===== config.mk =====
export PLATFORM = sky130hd
export DESIGN_NAME = cc20_cell
export DESIGN_NICKNAME = d
export VERILOG_FILES = /design/src/rtl/cc20_pkg.sv /design/src/rtl/cc20_cell.sv
export SDC_FILE = /design/constraint.sdc
export NUM_CORES = 2
export LEC_CHECK = 0
export BUFFER_PORTS_ARGS = -buffer_cell sky130_fd_sc_hd__buf_2
export CAP_MARGIN = 40
export CORE_AREA = 8 8 425 427
export DETAILED_ROUTE_END_ITERATION = 10
export DIE_AREA = 0 0 433 435
export SKIP_CTS_REPAIR_TIMING = 1
export SYNTH_ARGS = -nofsm -noshare
export SYNTH_HDL_FRONTEND = slang
export SYNTH_SLANG_ARGS = --single-unit

===== constraint.sdc =====
create_clock -name clk -period 15.5 [get_ports clk]
set_clock_uncertainty 0.15 [all_clocks]
set_input_delay 1.55 -clock clk [delete_from_list [all_inputs] [get_ports clk]]
set_output_delay 1.55 -clock clk [all_outputs]
set_load 0.01 [all_outputs]

===== src/rtl/cc20_pkg.sv =====
`default_nettype none

package cc20_pkg;

    localparam int ROUNDS = 20;

    typedef logic [31:0] word_t;
    typedef word_t [15:0] state_t;

    // one block in flight: counter travels along for the final add
    typedef struct packed {
        logic   vld;
        word_t  ctr;
        state_t st;
    } blk_t;

    typedef struct packed {
        logic       step_en;
        logic       load;
        logic [1:0] sub;
    } cell_ctl_t;

    typedef struct packed {
        logic [63:0] key01;
        logic [63:0] key23;
        logic [63:0] key45;
        logic [63:0] key67;
        logic [63:0] nonce01;
        word_t       nonce2;
    } cfg_t;

    localparam word_t SIGMA0 = 32'h61707865;
    localparam word_t SIGMA1 = 32'h3320646e;
    localparam word_t SIGMA2 = 32'h79622d32;
    localparam word_t SIGMA3 = 32'h6b206574;

    localparam logic [2:0] REG_KEY01   = 3'd0;
    localparam logic [2:0] REG_KEY23   = 3'd1;
    localparam logic [2:0] REG_KEY45   = 3'd2;
    localparam logic [2:0] REG_KEY67   = 3'd3;
    localparam logic [2:0] REG_NONCE01 = 3'd4;
    localparam logic [2:0] REG_NONCE2  = 3'd5;

    localparam logic [3:0] PHASE_LAST = 4'd15;
    localparam logic [1:0] SUB_LAST   = 2'd3;

    function automatic state_t init_state(cfg_t c, word_t ctr);
        state_t s;
        s[0]  = SIGMA0;
        s[1]  = SIGMA1;
        s[2]  = SIGMA2;
        s[3]  = SIGMA3;
        s[4]  = c.key01[31:0];
        s[5]  = c.key01[63:32];
        s[6]  = c.key23[31:0];
        s[7]  = c.key23[63:32];
        s[8]  = c.key45[31:0];
        s[9]  = c.key45[63:32];
        s[10] = c.key67[31:0];
        s[11] = c.key67[63:32];
        s[12] = ctr;
        s[13] = c.nonce01[31:0];
        s[14] = c.nonce01[63:32];
        s[15] = c.nonce2;
        return s;
    endfunction

    // rotate each row of the 4x4 word matrix left by one column
    function automatic state_t rows_left(state_t s);
        state_t r;
        for (int row = 0; row < 4; row++) begin
            for (int col = 0; col < 4; col++) begin
                r[row*4 + col] = s[row*4 + ((col + 1) % 4)];
            end
        end
        return r;
    endfunction

    // row r rotated left by r: diagonals land in columns
    function automatic state_t diag_fwd(state_t s);
        state_t r;
        for (int row = 0; row < 4; row++) begin
            for (int col = 0; col < 4; col++) begin
                r[row*4 + col] = s[row*4 + ((col + row) % 4)];
            end
        end
        return r;
    endfunction

    function automatic state_t diag_inv(state_t s);
        state_t r;
        for (int row = 0; row < 4; row++) begin
            for (int col = 0; col < 4; col++) begin
                r[row*4 + col] = s[row*4 + ((col + 4 - row) % 4)];
            end
        end
        return r;
    endfunction

    // rotate amounts 16, 12, 8, 7 for the four quarter-round steps
    function automatic word_t rotl_step(word_t v, logic [1:0] sub);
        word_t r;
        case (sub)
            2'd0:    r = {v[15:0], v[31:16]};
            2'd1:    r = {v[19:0], v[31:20]};
            2'd2:    r = {v[23:0], v[31:24]};
            default: r = {v[24:0], v[31:25]};
        endcase
        return r;
    endfunction

endpackage

`default_nettype wire


===== src/rtl/cc20_cell.sv =====
`default_nettype none

// One round of add-xor-rotate steps on column 0, one step per cycle while
// ctl.step_en is high; rows shifted left after each quarter-round.
module cc20_cell
    import cc20_pkg::*;
(
    input  wire logic      clk,
    input  wire logic      rst_n,
    input  wire cell_ctl_t ctl,
    input  wire logic      diag,
    input  wire blk_t      blk_in,
    output blk_t           blk_out
);

    state_t st_reg;
    state_t st_next;
    state_t step_st;
    state_t step_rot;
    word_t  ctr_reg;
    logic   vld_reg;
    word_t  x;
    word_t  y;
    word_t  z;
    word_t  sum;
    word_t  mixed;

    always_comb
    begin
        x     = ctl.sub[0] ? st_reg[8]  : st_reg[0];
        y     = ctl.sub[0] ? st_reg[12] : st_reg[4];
        z     = ctl.sub[0] ? st_reg[4]  : st_reg[12];
        sum   = x + y;
        mixed = rotl_step(z ^ sum, ctl.sub);
        step_st = st_reg;
        if (ctl.sub[0])
        begin
            step_st[8] = sum;
            step_st[4] = mixed;
        end
        else
        begin
            step_st[0]  = sum;
            step_st[12] = mixed;
        end
        step_rot = (ctl.sub == SUB_LAST) ? rows_left(step_st) : step_st;
    end

    always_comb
    begin
        if (ctl.load)
        begin
            st_next = diag ? diag_fwd(blk_in.st) : blk_in.st;
        end
        else
        begin
            st_next = step_rot;
        end
    end

    assign blk_out.vld = vld_reg;
    assign blk_out.ctr = ctr_reg;
    assign blk_out.st  = diag ? diag_inv(step_rot) : step_rot;

    always_ff @(posedge clk or negedge rst_n)
    begin
        if (!rst_n)
        begin
            vld_reg <= 1'b0;
        end
        else if (ctl.step_en && ctl.load)
        begin
            vld_reg <= blk_in.vld;
        end
    end

    always_ff @(posedge clk)
    begin
        if (ctl.step_en)
        begin
            st_reg <= st_next;
            if (ctl.load)
            begin
                ctr_reg <= blk_in.ctr;
            end
        end
    end

endmodule

`default_nettype wire


==> reports/results.ini <==
[run_status]
outcome = completed

[yosys]
yosysMostFrequentCell = mux2i_1
synthMuxAreaShare_pct = 35.6
netlist.area_leader.share_pct = 38.9
synth-xor-area-share_pct = 2.51
synth_warnings = 0
synthArstFlopShare_pct = 0.183
yosysTopAreaCell = edfxtp_1
synth_common_cells = mux2i_1 (1144), nand2_1 (603), edfxtp_1 (544)
synth_top_family_by_area = multiplexers
ys_types = 83
syn_inst = 4053
ys_ff_latch = 545
ys_dominant_reg_cell = edfxtp_1
synth_compound_area_share_pct = 9.87
synth_area_leaders = edfxtp_1 (39%), mux2i_1 (27%), mux2_2 (7.9%)
synth_area_sq_um = 42000
avgSynthCellArea_sq_um = 10.4
synthSimpleGateAreaFrac_pct = 8.96
synth_edf_count = 544
syn_nets = 4637
synth_fa_ha_area_share_pct = 0.970
ys_seq_area_share_pct = 38.9

[worst_hold_path]
min_path_type = flop to flop
hold-path-cell-count = 1

[timing]
period_needed_ns = 8.73
max_freq_mhz = 115
slew_violations = 0
tightestPinTransition_ns = 1.14
setup_viol = 0
fin_crit_sh_pct = 56.3
slew_headroom_pct = 23.9
fin_setup_tns_ns = 0
hold_viol = 0
grt_setup_unrepaired = no

[clock_tree]
cts_tree = done
clk_pin_slew_ns = 0.06
insertion_delay_ns = 0.71
cts_buffer_depth = 3
cts.htree.levels = 3
cts.sink_count = 545
numCtsBuffers = 73
cts_root_buf = clkbuf_16

[setup_path]
arrival_ns = 7.03
required_ns = 13.80
max_stage_delay_ns = 0.71
critPathSlowestCell = ha_1
path_class = input port to output pin
cp-end-kind = output pin
cp-start-kind = input port
cpMostUsedCell = mux2i_1
path_buf_inv = 3
rr_worst_depth = 13
crit_fanout = 60
cp.depth = 12
path_cells = buf_8 > buf_4 > mux2_2 > ha_1 > nand4_1 > or4_1 > a211oi_1 > nor3_1 > xnor3_1 > mux2i_1 > mux2i_1 > buf_2
critPathTopFamily = buffers and inverters

[placed_design]
io_buffers = 1096
dp_hpwl_um = 197000
place_congestion = 0.979

[die]
die_height_um = 435
start_util_pct = 24.3
ios = 1097
core_sq_um = 173000
rows = 153
die_x_um = 433
die_area_sq_um = 188000

[final_layout]
nets = 5589
multi_input_area_sq_um = 24400
drive_above_1_share_pct = 32.6
area_delta_synth_final_pct = 25.8
seq_area_sq_um = 16400
largest_reg_flops = 512
fill_cells = 18200

[routing]
wirelength_um = 244000
drc = 0
viasPerCell = 5.25
wl_per_cell_um = 32.9
drt_iter0_markers = 3987
vias = 39000
drtAntennaViolNets = 0
dr.pass1.iters = 6

[power_and_ir_drop]
total_power_w = 0.00662
irDropWorstVdd_uv = 81.9
leakage_nw = 24.2
p_per_area_nw_per_um2 = 125

[run]
cap_violations = 0

[grt]
grt_usage_pct = 24.4
grt_max_degree = 160
grt_pass1_wl_um = 326000
antenna_found_initial = 67
grt-ovfl-total = 0
first_global_vias = 38500

-- worst register-to-register path, cell delays in order, from the launching register on --
cell and delay, ns:
edfxtp_1 0.45, buf_4 0.23, mux2_2 0.28, ha_1 0.25, fa_1 0.51, a21o_1 0.20
a311o_1 0.44, a31o_2 0.33, o221ai_1 0.46, o221ai_1 0.42, xnor2_1 0.57, clkbuf_2 0.29
o21a_1 0.30, mux2i_1 0.13
-- area by class of cell --
class	instances	area share, %
antenna	32	0.151
clock buffer	87	3.55
clock inverter	48	1.08
inverter	30	0.232
multi-input combinational	3159	46.2
sequential	545	30.9
tap	2325	5.50
timing repair buffer	1196	12.3
-- metal layers --
metal  vias to the layer above  routed length (um)  share of wire (%)  global-route usage (%)
li1                      17100                   -                  -                       -
met1                     19400               96500                 40                    29.6
met2                      2067              114000                 47                    40.2
met3                       444               18900                7.8                    5.58
met4                        14               14800                6.0                    12.7
met5                         -                  83              0.034                       0
-- report_power, final --
| group | internal [W] | switching, W |
|---|---|---|
| clock | 0.00103 | 0.000762 |
| combinational | 0.000939 | 0.00189 |
| sequential | 0.00182 | 0.000179 |
| total | 0.00379 | 0.00283 |
-- final timing paths --
check / startpoint / endpoint / slack, ns
worst max register to register: st_reg[384] / st_reg[376] / 10.26
min in group asynchronous: rst_n / vld_reg / 0.50
worst max-delay path: ctl[0] / blk_out[228] / 6.77
worst min register to register: vld_reg / vld_reg / 0.35
max in group asynchronous: rst_n / vld_reg / 14.61
worst min-delay path: vld_reg / vld_reg / 0.35
-- cells in the final DEF, fill, tap and decap left out, drive strengths merged, types with 20 or more instances in the layout --
master	netlist	final
o211ai	22	22
inv	30	30
nor3	32	32
ha	31	31
clkinv	0	33
a22oi	35	35
o21ai	190	190
a221oi	20	20
mux2i	1144	1144
diode	0	32
o22ai	23	23
a21o	28	28
nor2	232	232
mux2	295	295
buf	74	1195
a21oi	200	200
clkbuf	245	88
xnor3	21	21
xnor2	38	38
nand2	603	603
xor2	24	24
edfxtp	544	544
o31ai	21	21
-- metrics by stage --
| stage | utilization, % | std cells | cell area [sq um] | hold WS, ns | setup slack [ns] |
|---|---|---|---|---|---|
| 5_1_grt | 30.5 | 7412 | 52900 | 0.365 | 6.62 |
| 3_3_place_gp | 28.9 | 7228 | 50000 | 0.342 | 6.62 |
| 3_5_place_dp | 29.1 | 7253 | 50300 | 0.342 | 6.82 |
| 6_report | 30.5 | 7422 | 52900 | 0.355 | 6.77 |
| 2_1_floorplan | - | 4053 | 42000 | 0.332 | 7.36 |
| 4_1_cts | 30.5 | 7388 | 52800 | 0.354 | 6.80 |
-- cell families (layout without fill, tap and decap cells) --
kind of cell,after synthesis,count (layout)
buffers and inverters,349,1361
flip-flops,545,545
multiplexers,1447,1447
AND/OR/NAND/NOR,939,939
XOR/XNOR,84,84
AO/OA/AOI/OAI,657,657
adder cells (fa/ha/maj),32,32
other,0,32
Note: power is estimated with default switching activity, not from simulation.
